## src/hw/rtl/assert_macros.svh

```systemverilog
// Assertion macros shared by the RTL files of the sentence checker.
// No dependencies; the macros compile to nothing when SYNTHESIS is defined.
`ifndef ASSERT_MACROS_SVH
`define ASSERT_MACROS_SVH

`ifndef SYNTHESIS
// Check a property on every rising edge, ignored while reset is asserted (active low).
`define ASSERT_RST(label, clk, rstn, prop, msg) \
    label: assert property (@(posedge clk) disable iff (!(rstn)) (prop)) else $error(msg);
// Check a property on every rising edge, including during reset.
`define ASSERT_ALWAYS(label, clk, prop, msg) \
    label: assert property (@(posedge clk) (prop)) else $error(msg);
`else
`define ASSERT_RST(label, clk, rstn, prop, msg)
`define ASSERT_ALWAYS(label, clk, prop, msg)
`endif

`endif

```

## src/hw/rtl/nsc_pkg.sv

```systemverilog
// Shared types, constants and helper functions for the sentence checker.
// No dependencies.
package nsc_pkg;

    localparam int BYTE_W    = 8;
    localparam int KIND_W    = 2;
    localparam int TAG_LEN   = 6;
    localparam int WINDOW_W  = (TAG_LEN - 1) * BYTE_W;
    localparam int DIGIT_W   = 5;
    localparam int RESULT_W  = KIND_W + 2 * BYTE_W;
    localparam int M_TDATA_W = ((RESULT_W + 7) / 8) * 8;

    localparam logic [BYTE_W-1:0]         STAR_CHAR = 8'h2A;
    localparam logic [DIGIT_W-1:0]        HEX_RADIX = 5'd16;
    localparam logic [TAG_LEN*BYTE_W-1:0] TAG_GGA   = "$GPGGA";
    localparam logic [TAG_LEN*BYTE_W-1:0] TAG_RMC   = "$GPRMC";

    localparam logic [KIND_W-1:0] KIND_GGA     = 2'd0;
    localparam logic [KIND_W-1:0] KIND_RMC     = 2'd1;
    localparam logic [KIND_W-1:0] KIND_UNKNOWN = 2'd2;
    localparam logic [KIND_W-1:0] KIND_SUM_ERR = 2'd3;

    typedef struct packed {
        logic gga;
        logic rmc;
    } tag_hits_t;

    // Digit value 0..15, or HEX_RADIX when the byte is not a hex digit.
    function automatic logic [DIGIT_W-1:0] hex_digit(input logic [BYTE_W-1:0] b);
        logic [DIGIT_W-1:0] d;
        d = HEX_RADIX;
        if (b inside {["0":"9"]}) begin
            d = {1'b0, b[3:0]};
        end else if (b inside {["A":"F"], ["a":"f"]}) begin
            d = {1'b0, b[3:0] + 4'd9};
        end
        return d;
    endfunction

endpackage

```

## src/hw/rtl/nsc_tag_window.sv

```systemverilog
// Sliding six-byte window that records whether either sentence tag occurred.
// Depends on nsc_pkg.
module nsc_tag_window (
    input  logic                       aclk,
    input  logic                       aresetn,
    input  logic                       advance,
    input  logic                       clear,
    input  logic [nsc_pkg::BYTE_W-1:0] cur_byte,
    output nsc_pkg::tag_hits_t         hits
);
    import nsc_pkg::*;

    logic [WINDOW_W-1:0] window_reg;
    tag_hits_t           seen_reg;

    // Include the byte now being consumed so the verdict sees a tag ending on it.
    always_comb begin
        hits.gga = seen_reg.gga || ({window_reg, cur_byte} == TAG_GGA);
        hits.rmc = seen_reg.rmc || ({window_reg, cur_byte} == TAG_RMC);
    end

    always_ff @(posedge aclk) begin
        if (!aresetn) begin
            window_reg <= '0;
            seen_reg   <= '0;
        end else if (advance) begin
            if (clear) begin
                window_reg <= '0;
                seen_reg   <= '0;
            end else begin
                window_reg <= {window_reg[WINDOW_W-BYTE_W-1:0], cur_byte};
                seen_reg   <= hits;
            end
        end
    end

endmodule

```

## src/hw/rtl/nmea_sentence_checker_unit.sv

```systemverilog
// Top level of the NMEA sentence checker: input register, checksum state, verdict register.
// Depends on nsc_pkg, nsc_tag_window and assert_macros.svh.
//
// Usage:
//   Feed one sentence byte per request on the s_ channel; s_tlast marks the final
//   byte (end of sentence). For each final byte one verdict request appears on the
//   m_ channel carrying the message kind, the XOR sum computed over the bytes after
//   the first one up to '*', and the hex checksum read after '*'. Other bytes
//   produce no output.
//   Throughput: one byte per cycle while no final byte waits for the output slot,
//   set by the single update of the running state per cycle. A final byte accepted
//   is captured in the input register; once it is consumed, its verdict shows on m_tvalid.
//   The output register separates both sides: while a verdict waits, bytes that are
//   not final keep flowing; a final byte holds in the input register until the
//   output slot frees, and s_tready drops only then.
//   Reset (aresetn low, synchronous) empties both registers and returns the sentence
//   state to its start: first byte pending, no star, sums zero, tag window zero.
//   After each verdict the state clears the same way for the next sentence.
`include "assert_macros.svh"

module nmea_sentence_checker_unit (
    input  logic                          aclk,
    input  logic                          aresetn,
    input  logic                          s_tvalid,
    output logic                          s_tready,
    input  logic [nsc_pkg::BYTE_W-1:0]    s_tdata,   // [7:0] sentence_byte
    input  logic                          s_tlast,   // end_of_sentence
    output logic                          m_tvalid,
    input  logic                          m_tready,
    output logic [nsc_pkg::M_TDATA_W-1:0] m_tdata    // [1:0] message_kind,
                                                     // [9:2] computed_sum,
                                                     // [17:10] received_sum, rest zero
);
    import nsc_pkg::*;

    // Input register
    logic              in_valid_reg;
    logic [BYTE_W-1:0] in_byte_reg;
    logic              in_last_reg;

    // Sentence state
    logic              first_pending_reg, first_pending_next;
    logic              star_seen_reg,     star_seen_next;
    logic              number_closed_reg, number_closed_next;
    logic [BYTE_W-1:0] xor_total_reg,     xor_total_next;
    logic [BYTE_W-1:0] hex_value_reg,     hex_value_next;
    logic              hex_overflow_reg,  hex_overflow_next;

    // Result register
    logic              m_valid_reg;
    logic [KIND_W-1:0] kind_reg,     kind_next;
    logic [BYTE_W-1:0] comp_sum_reg;
    logic [BYTE_W-1:0] recv_sum_reg;

    logic               out_free;
    logic               advance;
    logic [DIGIT_W-1:0] digit;
    tag_hits_t          hits;

    // A final byte needs the output slot; other bytes advance whenever present.
    assign out_free = !m_valid_reg || m_tready;
    assign advance  = in_valid_reg && (!in_last_reg || out_free);
    assign s_tready = !in_valid_reg || advance;

    assign m_tvalid = m_valid_reg;
    assign m_tdata  = M_TDATA_W'({recv_sum_reg, comp_sum_reg, kind_reg});

    assign digit = hex_digit(in_byte_reg);

    nsc_tag_window u_tag_window (
        .aclk     (aclk),
        .aresetn  (aresetn),
        .advance  (advance),
        .clear    (in_last_reg),
        .cur_byte (in_byte_reg),
        .hits     (hits)
    );

    // Next sentence state for the byte in the input register.
    always_comb begin
        first_pending_next = 1'b0;
        star_seen_next     = star_seen_reg;
        number_closed_next = number_closed_reg;
        xor_total_next     = xor_total_reg;
        hex_value_next     = hex_value_reg;
        hex_overflow_next  = hex_overflow_reg;
        if (first_pending_reg) begin
            // skip the leading byte
        end else if (!star_seen_reg) begin
            if (in_byte_reg == STAR_CHAR) begin
                star_seen_next = 1'b1;
            end else begin
                xor_total_next = xor_total_reg ^ in_byte_reg;
            end
        end else if (!number_closed_reg) begin
            if (digit == HEX_RADIX) begin
                number_closed_next = 1'b1;
            end else begin
                // shifting out a nonzero high nibble means the value passed 255
                if (hex_value_reg[7:4] != 4'd0) begin
                    hex_overflow_next = 1'b1;
                end
                hex_value_next = {hex_value_reg[3:0], digit[3:0]};
            end
        end
    end

    // Verdict: a checksum error outranks any tag, GGA outranks RMC.
    always_comb begin
        if (!star_seen_next || hex_overflow_next || (xor_total_next != hex_value_next)) begin
            kind_next = KIND_SUM_ERR;
        end else if (hits.gga) begin
            kind_next = KIND_GGA;
        end else if (hits.rmc) begin
            kind_next = KIND_RMC;
        end else begin
            kind_next = KIND_UNKNOWN;
        end
    end

    // Input register: load on every accepted request.
    always_ff @(posedge aclk) begin
        if (!aresetn) begin
            in_valid_reg <= 1'b0;
        end else if (s_tready) begin
            in_valid_reg <= s_tvalid;
        end
    end

    always_ff @(posedge aclk) begin
        if (s_tvalid && s_tready) begin
            in_byte_reg <= s_tdata;
            in_last_reg <= s_tlast;
        end
    end

    // Sentence state: advance per byte, clear after the final byte.
    always_ff @(posedge aclk) begin
        if (!aresetn || (advance && in_last_reg)) begin
            first_pending_reg <= 1'b1;
            star_seen_reg     <= 1'b0;
            number_closed_reg <= 1'b0;
            xor_total_reg     <= '0;
            hex_value_reg     <= '0;
            hex_overflow_reg  <= 1'b0;
        end else if (advance) begin
            first_pending_reg <= first_pending_next;
            star_seen_reg     <= star_seen_next;
            number_closed_reg <= number_closed_next;
            xor_total_reg     <= xor_total_next;
            hex_value_reg     <= hex_value_next;
            hex_overflow_reg  <= hex_overflow_next;
        end
    end

    // Result register: hold until the receiver takes it.
    always_ff @(posedge aclk) begin
        if (!aresetn) begin
            m_valid_reg <= 1'b0;
        end else if (advance && in_last_reg) begin
            m_valid_reg <= 1'b1;
        end else if (m_tready) begin
            m_valid_reg <= 1'b0;
        end
    end

    always_ff @(posedge aclk) begin
        if (advance && in_last_reg) begin
            kind_reg     <= kind_next;
            comp_sum_reg <= xor_total_next;
            recv_sum_reg <= hex_value_next;
        end
    end

    // A consumed final byte yields a verdict on the next cycle.
    `ASSERT_RST(a_verdict_follows_last, aclk, aresetn,
        advance && in_last_reg |=> m_valid_reg, "final byte produced no verdict")
    // The sentence state starts over after a verdict.
    `ASSERT_RST(a_state_cleared, aclk, aresetn,
        advance && in_last_reg |=> first_pending_reg && !star_seen_reg && !hex_overflow_reg,
        "sentence state not cleared after verdict")
    // A verdict other than checksum error implies matching sums.
    `ASSERT_RST(a_kind_sums_agree, aclk, aresetn,
        m_valid_reg && (kind_reg != KIND_SUM_ERR) |-> comp_sum_reg == recv_sum_reg,
        "tag verdict with mismatching checksum")
    // A waiting verdict is never overwritten by the next final byte.
    `ASSERT_RST(a_no_overwrite, aclk, aresetn,
        m_valid_reg && !m_tready |-> !(advance && in_last_reg),
        "pending verdict overwritten")

endmodule
```

## config.mk

```make
export PLATFORM = sky130hd
export DESIGN_NAME = nmea_sentence_checker_unit
export DESIGN_NICKNAME = d
export VERILOG_FILES = /design/src/hw/rtl/nsc_pkg.sv /design/src/hw/rtl/nsc_tag_window.sv /design/src/hw/rtl/nmea_sentence_checker_unit.sv
export VERILOG_INCLUDE_DIRS = /design/src /design/src/hw/rtl
export SDC_FILE = /design/constraint.sdc
export NUM_CORES = 1
export LEC_CHECK = 0
export BUFFER_PORTS_ARGS = -buffer_cell sky130_fd_sc_hd__buf_2
export CAP_MARGIN = 15
export CORE_MARGIN = 3
export CORE_UTILIZATION = 53
export DETAILED_ROUTE_END_ITERATION = 10
export GPL_TIMING_DRIVEN = 1
export PLACE_DENSITY = 0.75
export REMOVE_ABC_BUFFERS = 1
export SLEW_MARGIN = 10
export SYNTH_ARGS = -nofsm -noshare
export SYNTH_HDL_FRONTEND = slang
export SYNTH_SLANG_ARGS = --single-unit
```

## constraint.sdc

```tcl
create_clock -name aclk -period 2.3 [get_ports aclk]
set_input_delay 0.23 -clock aclk [delete_from_list [all_inputs] [get_ports aclk]]
set_output_delay 0.23 -clock aclk [all_outputs]
set_load 0.02 [all_outputs]
```

# After elaboration in Yosys (flattened, before gate mapping)
# Index checks and enable logic that the tools add are counted.
[word_totals]
regBits = 91
inputBits = 13
word_cells = 78
[op_classes]
addsub = 1
magnitude_cmp = 6
eq_ne = 5
mux = 25
bitwise_logic = 2
n_reduce_logical = 23
[ops]
columns = ["operator", "count"]
rows = [
  ["48-bit by 46-bit equality test with 1-bit output, second input constant", 2],
  ["8-bit two-way mux", 7],
  ["40-bit two-way mux", 1],
  ["8-bit by 7-bit >= comparator with 1-bit output, second input constant", 2],
  ["8-bit by 7-bit <= comparator with 1-bit output, second input constant", 2],
  ["1-bit two-way mux", 12],
  ["5-bit two-way mux", 2],
  ["8-bit by 6-bit equality test with 1-bit output, second input constant", 1],
  ["8-bit by 6-bit >= comparator with 1-bit output, second input constant", 1],
  ["8-bit by 6-bit <= comparator with 1-bit output, second input constant", 1],
  ["1-bit logical OR", 8],
  ["8-bit inequality test", 1],
  ["8-bit XOR", 1],
  ["1-bit logical AND", 6],
  ["2-bit two-way mux", 3],
  ["5-bit equality test, second input constant", 1],
  ["1-bit logical NOT", 5],
  ["4-bit adder, second input constant", 1],
  ["2-bit nonzero test", 2],
  ["4-bit nonzero test", 1],
  ["3-bit AND reduction", 1],
  ["1-bit inverter", 1],
]

# Longest topological paths before layout
# Gate-level depths: netlist of the first run.
[depth]
ltp_word = 12
mapped_depth = 10
mapped_depth_nobuf = 10

# Cells and area by module
# Synthesis of the first run repeated with hierarchy kept, for this count alone.
[hier_totals]
hier_cells = 496
hier_area_um2 = 4464.3
[by_module_without_submodules]
columns = ["mod", "n_inst", "cells_each", "area_each_um2", "seq_area_each_um2"]
rows = [
  ["nmea_sentence_checker_unit", 1, 255, 2553.7, 1251.2],
  ["nsc_tag_window", 1, 241, 1910.6, 840.8],
]

# Least setup slack after synthesis of the first run
# OpenSTA, ideal clock, no wires.
[synth_path]
path_type = "register to register"
from = "register in_byte_reg[0]"
to = "register kind_reg[0], data pin"
arrival_ps = 2189
required_time_ps = 2030
path_slack_ps = -160
path_stages_with_launch = 11
n_path_buf = 1
cell_sequence = "edfxtp_1 -> inv_1 -> ha_1 -> inv_1 -> o311a_4 -> o21a_2 -> buf_4 -> nor4_2 -> o22ai_1 -> nor3_1 -> nand3_1"
[synth_between]
elab_chain_len = 12
elab_cells_between_ends = 40
classes_between = "1 x add/sub; 6 x order compare; 5 x eq/ne; 18 x mux; 1 x bitwise; 9 x reduce/logical"
[synth_lines]
columns = ["element", "line", "source"]
rows = [
  ["start, declared", "nmea_sentence_checker_unit.sv:38", "logic [BYTE_W-1:0] in_byte_reg;"],
  ["start signal, assigned", "nmea_sentence_checker_unit.sv:132", "in_byte_reg <= s_tdata;"],
  ["8-bit by 7-bit >= comparator with 1-bit output or 8-bit by 7-bit <= comparator with 1-bit output (tied branches)", "nsc_pkg.sv:34", "end else if (b inside {[\"A\":\"F\"], [\"a\":\"f\"]}) begin"],
  ["1-bit logical AND", "nsc_pkg.sv:34", ""],
  ["2-bit nonzero test", "nsc_pkg.sv:34", ""],
  ["5-bit two-way mux", "nsc_pkg.sv:34", ""],
  ["5-bit two-way mux", "nsc_pkg.sv:32", "if (b inside {[\"0\":\"9\"]}) begin"],
  ["5-bit equality test", "nmea_sentence_checker_unit.sv:96", "if (digit == HEX_RADIX) begin"],
  ["8-bit two-way mux or 1-bit two-way mux (tied branches)", "nmea_sentence_checker_unit.sv:96", ""],
  ["8-bit two-way mux or 1-bit two-way mux (tied branches)", "nmea_sentence_checker_unit.sv:95", "end else if (!number_closed_reg) begin"],
  ["8-bit two-way mux or 1-bit two-way mux (tied branches)", "nmea_sentence_checker_unit.sv:89", "end else if (!star_seen_reg) begin"],
  ["8-bit two-way mux or 1-bit two-way mux (tied branches)", "nmea_sentence_checker_unit.sv:87", "if (first_pending_reg) begin"],
  ["8-bit inequality test or 1-bit logical OR (tied branches)", "nmea_sentence_checker_unit.sv:110", "if (!star_seen_next || hex_overflow_next || (xor_total_next != hex_value_next)) begin"],
  ["1-bit logical OR", "nmea_sentence_checker_unit.sv:110", ""],
  ["end signal, assigned", "nmea_sentence_checker_unit.sv:169", "kind_reg <= kind_next;"],
  ["end, declared", "nmea_sentence_checker_unit.sv:51", "logic [KIND_W-1:0] kind_reg, kind_next;"],
]
# Several ways; a longest one is shown, not always the timed one.
# A chain may end at the register's enable or synchronous reset.

# Final worst setup path of the first run
# Same ends and word-level chain as after synthesis.

==> flow_metrics.env, run 1 <==
export IMPL_outcome="finished, violations left"
export IMPL_violations="negative setup slack"
export IMPL_power_density_nw_per_um2=614.4
export IMPL_pwr_share_comb_pct=10.7
export IMPL_final_setup_skew_ns=0.01176
export IMPL_clock_latency_ns=0.37
export IMPL_required_ns=2.41
export IMPL_pwr_share_clk_pct=33.3
export IMPL_largest_reg_flops=40
export IMPL_htree_levels=3
export IMPL_startpoint_type="register"
export IMPL_path_common_cell="inv_2"
export IMPL_critical_path_class="reg -> reg"
export IMPL_yosysSeqAreaShare_pct=51.27
export IMPL_synth_area_um2=4080
export IMPL_drv_cap=0
export IMPL_antenna_found_initial=0
export IMPL_final_util_pct=67.56
export IMPL_cts_root_buf="clkbuf_8"
export IMPL_switchingPower_w=0.0007747
export IMPL_synth_enable_flop_cells=27
export IMPL_wire_per_inst_um=15.82
export IMPL_setup_slack_ns=-0.2921
export IMPL_routabilityCongestion=0.9103
export IMPL_drt_iter0_markers=176
export IMPL_r2r_slack_ns=-0.29
export IMPL_drc=0
export IMPL_path_clk_slew_ns=0.09
export IMPL_hold_viol=0
export IMPL_grt_usage_pct=21.76
export IMPL_place_ws_ns=-0.2748
export IMPL_tritoncts="done"
export IMPL_period_share_pct=112.7
export IMPL_worst_path_buf_inv=4
export IMPL_final_common_cell="dfxtp_1"
export IMPL_critPathCaptureType="register"
export IMPL_final_max_slew_viol_count=0
export IMPL_dr_pass1_iters=4
export IMPL_hold_class="in -> reg"
export IMPL_clock_path_buffers=2
export IMPL_ys_ff_latch=91
export IMPL_arrival_ns=2.70
export IMPL_path_max_fanout=4
export IMPL_hold_ws_ns=0.03697
export IMPL_grt_pass1_vias=3050
export IMPL_crit_chain="inv_2 -> buf_12 -> ha_4 -> inv_2 -> o311a_4 -> buf_6 -> o21ai_4 -> mux2i_4 -> xnor2_2 -> nor4_4 -> nand3_1"
export IMPL_p_total_w=0.003059
export IMPL_finalNetCount=490
export IMPL_grt_overflow=0
export IMPL_finalSetupTns_ns=-0.8251
export IMPL_synth_flop_cell="dfxtp_1"
export IMPL_worst_pin_slew_ns=0.7387
export IMPL_wirelength_um=9129
export IMPL_crit_family="compound AO/OA/AOI/OAI gates"
export IMPL_drive_gt1_share_pct=27.62
export IMPL_p_int_w=0.002284
export IMPL_ios=39
export IMPL_std_cell_rows=31
export IMPL_finalSetupViolations=4
export IMPL_portBuffers=32
export IMPL_diodes=0
export IMPL_worst_path_max_delay_cell="edfxtp_1"
export IMPL_routed_via_count=3192
export IMPL_avgSynthCellArea_um2=10.33
export IMPL_die_h_um=93.74
export IMPL_yosys_warnings=0
export IMPL_cts_buffers=9
export IMPL_min_period_ns=2.592
export IMPL_ant_nets=0
export IMPL_rsz0062_at_grt="yes"
export IMPL_syn_inst=395
export IMPL_p_seq_share_pct=56.0
export IMPL_relSlewSlack_pct=50.63
export IMPL_core_region_area_um2=7370
export IMPL_fmax_mhz=385.8
export IMPL_ys_types=57
export IMPL_mostFrequentLayoutCells="dfxtp_1 (64), buf_4 (54), nor2b_1 (42)"
export IMPL_grt_first_pass_wirelength_um=14950
export IMPL_max_stage_delay_ns=0.45
export IMPL_swShare_pct=25.33
export IMPL_synthArstFlopShare_pct=0
export IMPL_peakVddDrop_uv=383.4
export IMPL_dieWidth_um=93.74
export IMPL_power_leakage_nw=1.900
export IMPL_grt_max_degree=44
export IMPL_die_area_um2=8787
export IMPL_clkSinkCount=91
export IMPL_syn2layout_area_growth_pct=22.02
export IMPL_initial_utilization_pct=55.37
export IMPL_vias_per_cell=5.532
export IMPL_dp_hpwl_um=6218
layout make-up:
| type | count | area, µm² |
|---|---|---|
| clock buffers | 11 | 151.4 |
| clock inverters | 5 | 33.78 |
| fillers | 550 | 2391 |
| inverters | 11 | 41.29 |
| multi-input cells | 271 | 1919 |
| flip-flops and latches | 91 | 2092 |
| well taps | 99 | 123.9 |
| repair buffers | 89 | 616.8 |
worst register-to-register path, cell delays in order, from the launching register on:
cell and delay, ns:
edfxtp_1 0.45, inv_2 0.15, buf_12 0.11, ha_4 0.14, inv_2 0.04, o311a_4 0.32
buf_6 0.13, o21ai_4 0.16, mux2i_4 0.28, xnor2_2 0.10, nor4_4 0.33, nand3_1 0.13
metrics by stage:
stage,std cells,instance area (µm²)
CTS,574,4908
global placement,549,4592
floorplan,373,3955
detailed placement,549,4592
finish,577,4979
global route,577,4979
synth_stat cells, drive strengths merged (7+ instances only):
master,number,area (µm²)
a21oi,7,46.30
a22oi,40,300.3
buf,11,83.82
clkbuf,16,60.06
dfxtp,64,1281
edfxtp,27,810.8
inv,11,41.29
nand2,34,127.6
nor2,29,108.9
nor2b,43,269.0
nor3,8,40.04
nor4b,10,93.84
xnor2,13,113.9
xor2,14,122.6
worst paths after layout:
check / startpoint / endpoint / cells past startpoint
max reg2reg: in_byte_reg[0] / kind_reg[0] / 11
max: in_byte_reg[0] / kind_reg[0] / 11
min: s_tdata[2] / in_byte_reg[2] / 1
min reg2reg: u_tag_window.seen_reg[0] / u_tag_window.seen_reg[0] / 2
what timing repair did:
action | 4_1_cts | 5_1_grt
gates resized for setup | 14 | 5
hold buffers | 0 | 0
setup buffers | 9 | 3
setup endpoints to repair | 2 | 3
pin swaps | 6 | 1
layer usage:
| layer | global-route usage [%] | share of wire, % | vias up |
|---|---|---|---|
| li1 | - | - | 1550 |
| met1 | 30.62 | 46 | 1538 |
| met2 | 32.64 | 46 | 83 |
| met3 | 3.766 | 5.4 | 21 |
| met4 | 9.868 | 2.6 | 0 |
| met5 | 0 | 0 | - |
kinds of logic after synthesis:
kind of cell / count (synthesis) / synth area share (%)
AOI/OAI and AO/OA: 77 / 14.54
xor gates and xnor gates: 27 / 5.796
adders and majority gates: 4 / 1.227
buffers and inverters: 38 / 4.538
DFF: 91 / 51.27
muxes: 4 / 1.410
other: 1 / 0.09191
and+or+nand+nor: 153 / 21.13
power groups by stage:
stage                     Combinational (W)  Sequential, W  Clock, W
final                              0.000327        0.00171   0.00102
after global routing               0.000353        0.00172   0.00110
after CTS                          0.000307        0.00171   0.00104
after detailed placement           0.000284        0.00175         0
after global placement             0.000280        0.00175         0
after floorplan                    0.000150        0.00176         0
No activity file was read; power rests on OpenSTA's default activity.
==> inputs of run 2 (changes only) <==
--- a/config.mk
+++ b/config.mk
@@ -8,11 +8,14 @@
 export LEC_CHECK = 0
 export BUFFER_PORTS_ARGS = -buffer_cell sky130_fd_sc_hd__buf_2
 export CAP_MARGIN = 15
+export CELL_PAD_IN_SITES_DETAIL_PLACEMENT = 1
+export CELL_PAD_IN_SITES_GLOBAL_PLACEMENT = 1
 export CORE_MARGIN = 3
-export CORE_UTILIZATION = 53
+export CORE_UTILIZATION = 50
+export CTS_CLUSTER_DIAMETER = 100
 export DETAILED_ROUTE_END_ITERATION = 10
 export GPL_TIMING_DRIVEN = 1
-export PLACE_DENSITY = 0.75
+export PLACE_DENSITY_LB_ADDON = 0.1
 export REMOVE_ABC_BUFFERS = 1
 export SLEW_MARGIN = 10
 export SYNTH_ARGS = -nofsm -noshare
==> constraint.sdc (replaced) <==
create_clock -name aclk -period 3.4 [get_ports aclk]
set_input_delay 0.34 -clock aclk [delete_from_list [all_inputs] [get_ports aclk]]
set_output_delay 0.34 -clock aclk [all_outputs]
set_load 0.02 [all_outputs]
==> flow_metrics.env, run 2 (synthesis results as in run 1) <==
export IMPL_holdBufCountCts=0
export IMPL_final_max_slew_viol_count=0
export IMPL_startpoint_type="register"
export IMPL_antenna_found_initial=0
export IMPL_hp_start="s_tdata[2]"
export IMPL_peakVddDrop_uv=200.8
export IMPL_grt_usage_pct=22.19
export IMPL_diodes=0
export IMPL_routabilityCongestion=0.8624
export IMPL_cts_buffers=9
export IMPL_dr_pass1_iters=4
export IMPL_path_clk_slew_ns=0.10
export IMPL_wire_per_inst_um=18.18
export IMPL_worst_pin_slew_ns=0.9338
export IMPL_mostFrequentLayoutCells="dfxtp_1 (64), nor2b_1 (42), a22oi_1 (40)"
export IMPL_arrival_ns=2.89
export IMPL_min_period_ns=2.796
export IMPL_initial_utilization_pct=52.26
export IMPL_ios=39
export IMPL_hold_class="in -> reg"
export IMPL_r2r_slack_ns=0.60
export IMPL_routed_via_count=3007
export IMPL_ant_nets=0
export IMPL_cts_root_buf="clkbuf_8"
export IMPL_std_cell_rows=32
export IMPL_critical_path_class="reg -> reg"
export IMPL_clock_path_buffers=2
export IMPL_period_share_pct=82.24
export IMPL_grt_use_met2_pct=35.48
export IMPL_critPathCaptureType="register"
export IMPL_die_area_um2=9280
export IMPL_die_h_um=96.34
export IMPL_grt_overflow=0
export IMPL_path_max_fanout=13
export IMPL_portBuffers=32
export IMPL_grt_max_degree=49
export IMPL_drc=0
export IMPL_power_leakage_nw=1.601
export IMPL_htree_levels=3
export IMPL_post_cts_setup_buffer_count=0
export IMPL_grt_pass1_vias=3018
export IMPL_clkSinkCount=91
export IMPL_finalSetupTns_ns=0
export IMPL_final_common_cell="dfxtp_1"
export IMPL_tritoncts="done"
export IMPL_final_setup_skew_ns=0.01133
export IMPL_busiest_layer="met2"
export IMPL_dieWidth_um=96.34
export IMPL_fmax_mhz=357.7
export IMPL_hold_end="in_byte_reg[2]"
export IMPL_reg2regPathDepth=9
export IMPL_wirelength_um=9564
export IMPL_syn2layout_area_growth_pct=9.660
export IMPL_finalNetCount=436
export IMPL_vias_per_cell=5.717
export IMPL_whs_path_depth=1
export IMPL_clock_latency_ns=0.36
export IMPL_use_met1_pct=30.90
export IMPL_largest_reg_flops=40
export IMPL_drt_iter0_markers=120
export IMPL_finalSetupViolations=0
export IMPL_drv_cap=0
export IMPL_relSlewSlack_pct=37.46
export IMPL_worstReg2RegStart="in_byte_reg[0]"
export IMPL_outcome="finished, final reports clean"
export IMPL_gr_usage_met3_pct=3.909
export IMPL_grt_first_pass_wirelength_um=15660
export IMPL_rr_endpoint="kind_reg[0]"
export IMPL_dp_hpwl_um=6660
export IMPL_cts_repair_resized=0
export IMPL_required_ns=3.49
export IMPL_drive_gt1_share_pct=15.33
export IMPL_power_density_nw_per_um2=467.7
export IMPL_hold_viol=0
export IMPL_final_util_pct=57.31
export IMPL_rsz0062_at_grt="no"
export IMPL_core_region_area_um2=7807
[run 2: cell types whose count changed in the layout (fill, tap and decap cells not counted), sizes merged]
cell	change
buf	-54
bufinv	+1
clkbuf	-2
clkinv	-2
clkinvlp	+2
inv	+1
[run 2: area by class of cell]
| class | count | area [µm²] |
|---|---|---|
| sequential | 91 | 2092 |
| inverter | 11 | 41.29 |
| timing repair buffer | 35 | 182.7 |
| fill | 862 | 3333 |
| multi-input combinational | 271 | 1824 |
| tap | 102 | 127.6 |
| clock inverter | 7 | 82.58 |
| clock buffer | 9 | 123.9 |
[run 2: worst max-delay path by stage]
| stage | from | to | slack [ns] | cells past startpoint |
|---|---|---|---|---|
| finish | in_byte_reg[0] | kind_reg[0] | 0.60 | 9 |
| detailed placement | in_byte_reg[0] | kind_reg[0] | 0.62 | 9 |
| CTS | in_byte_reg[0] | kind_reg[0] | 0.59 | 9 |
| global placement | in_byte_reg[0] | kind_reg[0] | 0.70 | 9 |
| floorplan | in_byte_reg[0] | kind_reg[0] | 0.87 | 9 |
| global route | in_byte_reg[0] | kind_reg[1] | 0.36 | 10 |
[run 2: routing by layer]
metal,share of wire (%),vias to the layer above
met1,48,1500
met3,3.8,13
met5,0,-
li1,-,1437
met4,1.2,0
met2,47,57
[run 2: power by group]
part           internal, W  switching [W]
Combinational    0.0000561       0.000102
Clock             0.000353       0.000416
Sequential         0.00114      0.0000275
Total              0.00155       0.000545
[run 2: stage by stage]
stage | power (W) | instance area [µm²] | setup slack [ns] | hold WS, ns | cells
2_1_floorplan | 0.001290 | 3955 | 0.8716 | 0.4289 | 373
3_3_place_gp | 0.001343 | 4268 | 0.7025 | 0.4544 | 510
3_5_place_dp | 0.001348 | 4268 | 0.6159 | 0.4788 | 510
4_1_cts | 0.002114 | 4474 | 0.5899 | 0.1281 | 526
5_1_grt | 0.002174 | 4474 | 0.3565 | 0.1268 | 526
6_report | 0.002093 | 4474 | 0.6040 | 0.1484 | 526
[run 2: worst max-delay path: stages, from the launching register on]
cell and delay, ns:
edfxtp_1 0.52, inv_1 0.14, ha_1 0.23, o21bai_1 0.27, a21oi_4 0.14, o21a_2 0.33, mux2_4 0.35, xor2_1 0.15
nor4_2 0.30, nand3_1 0.11
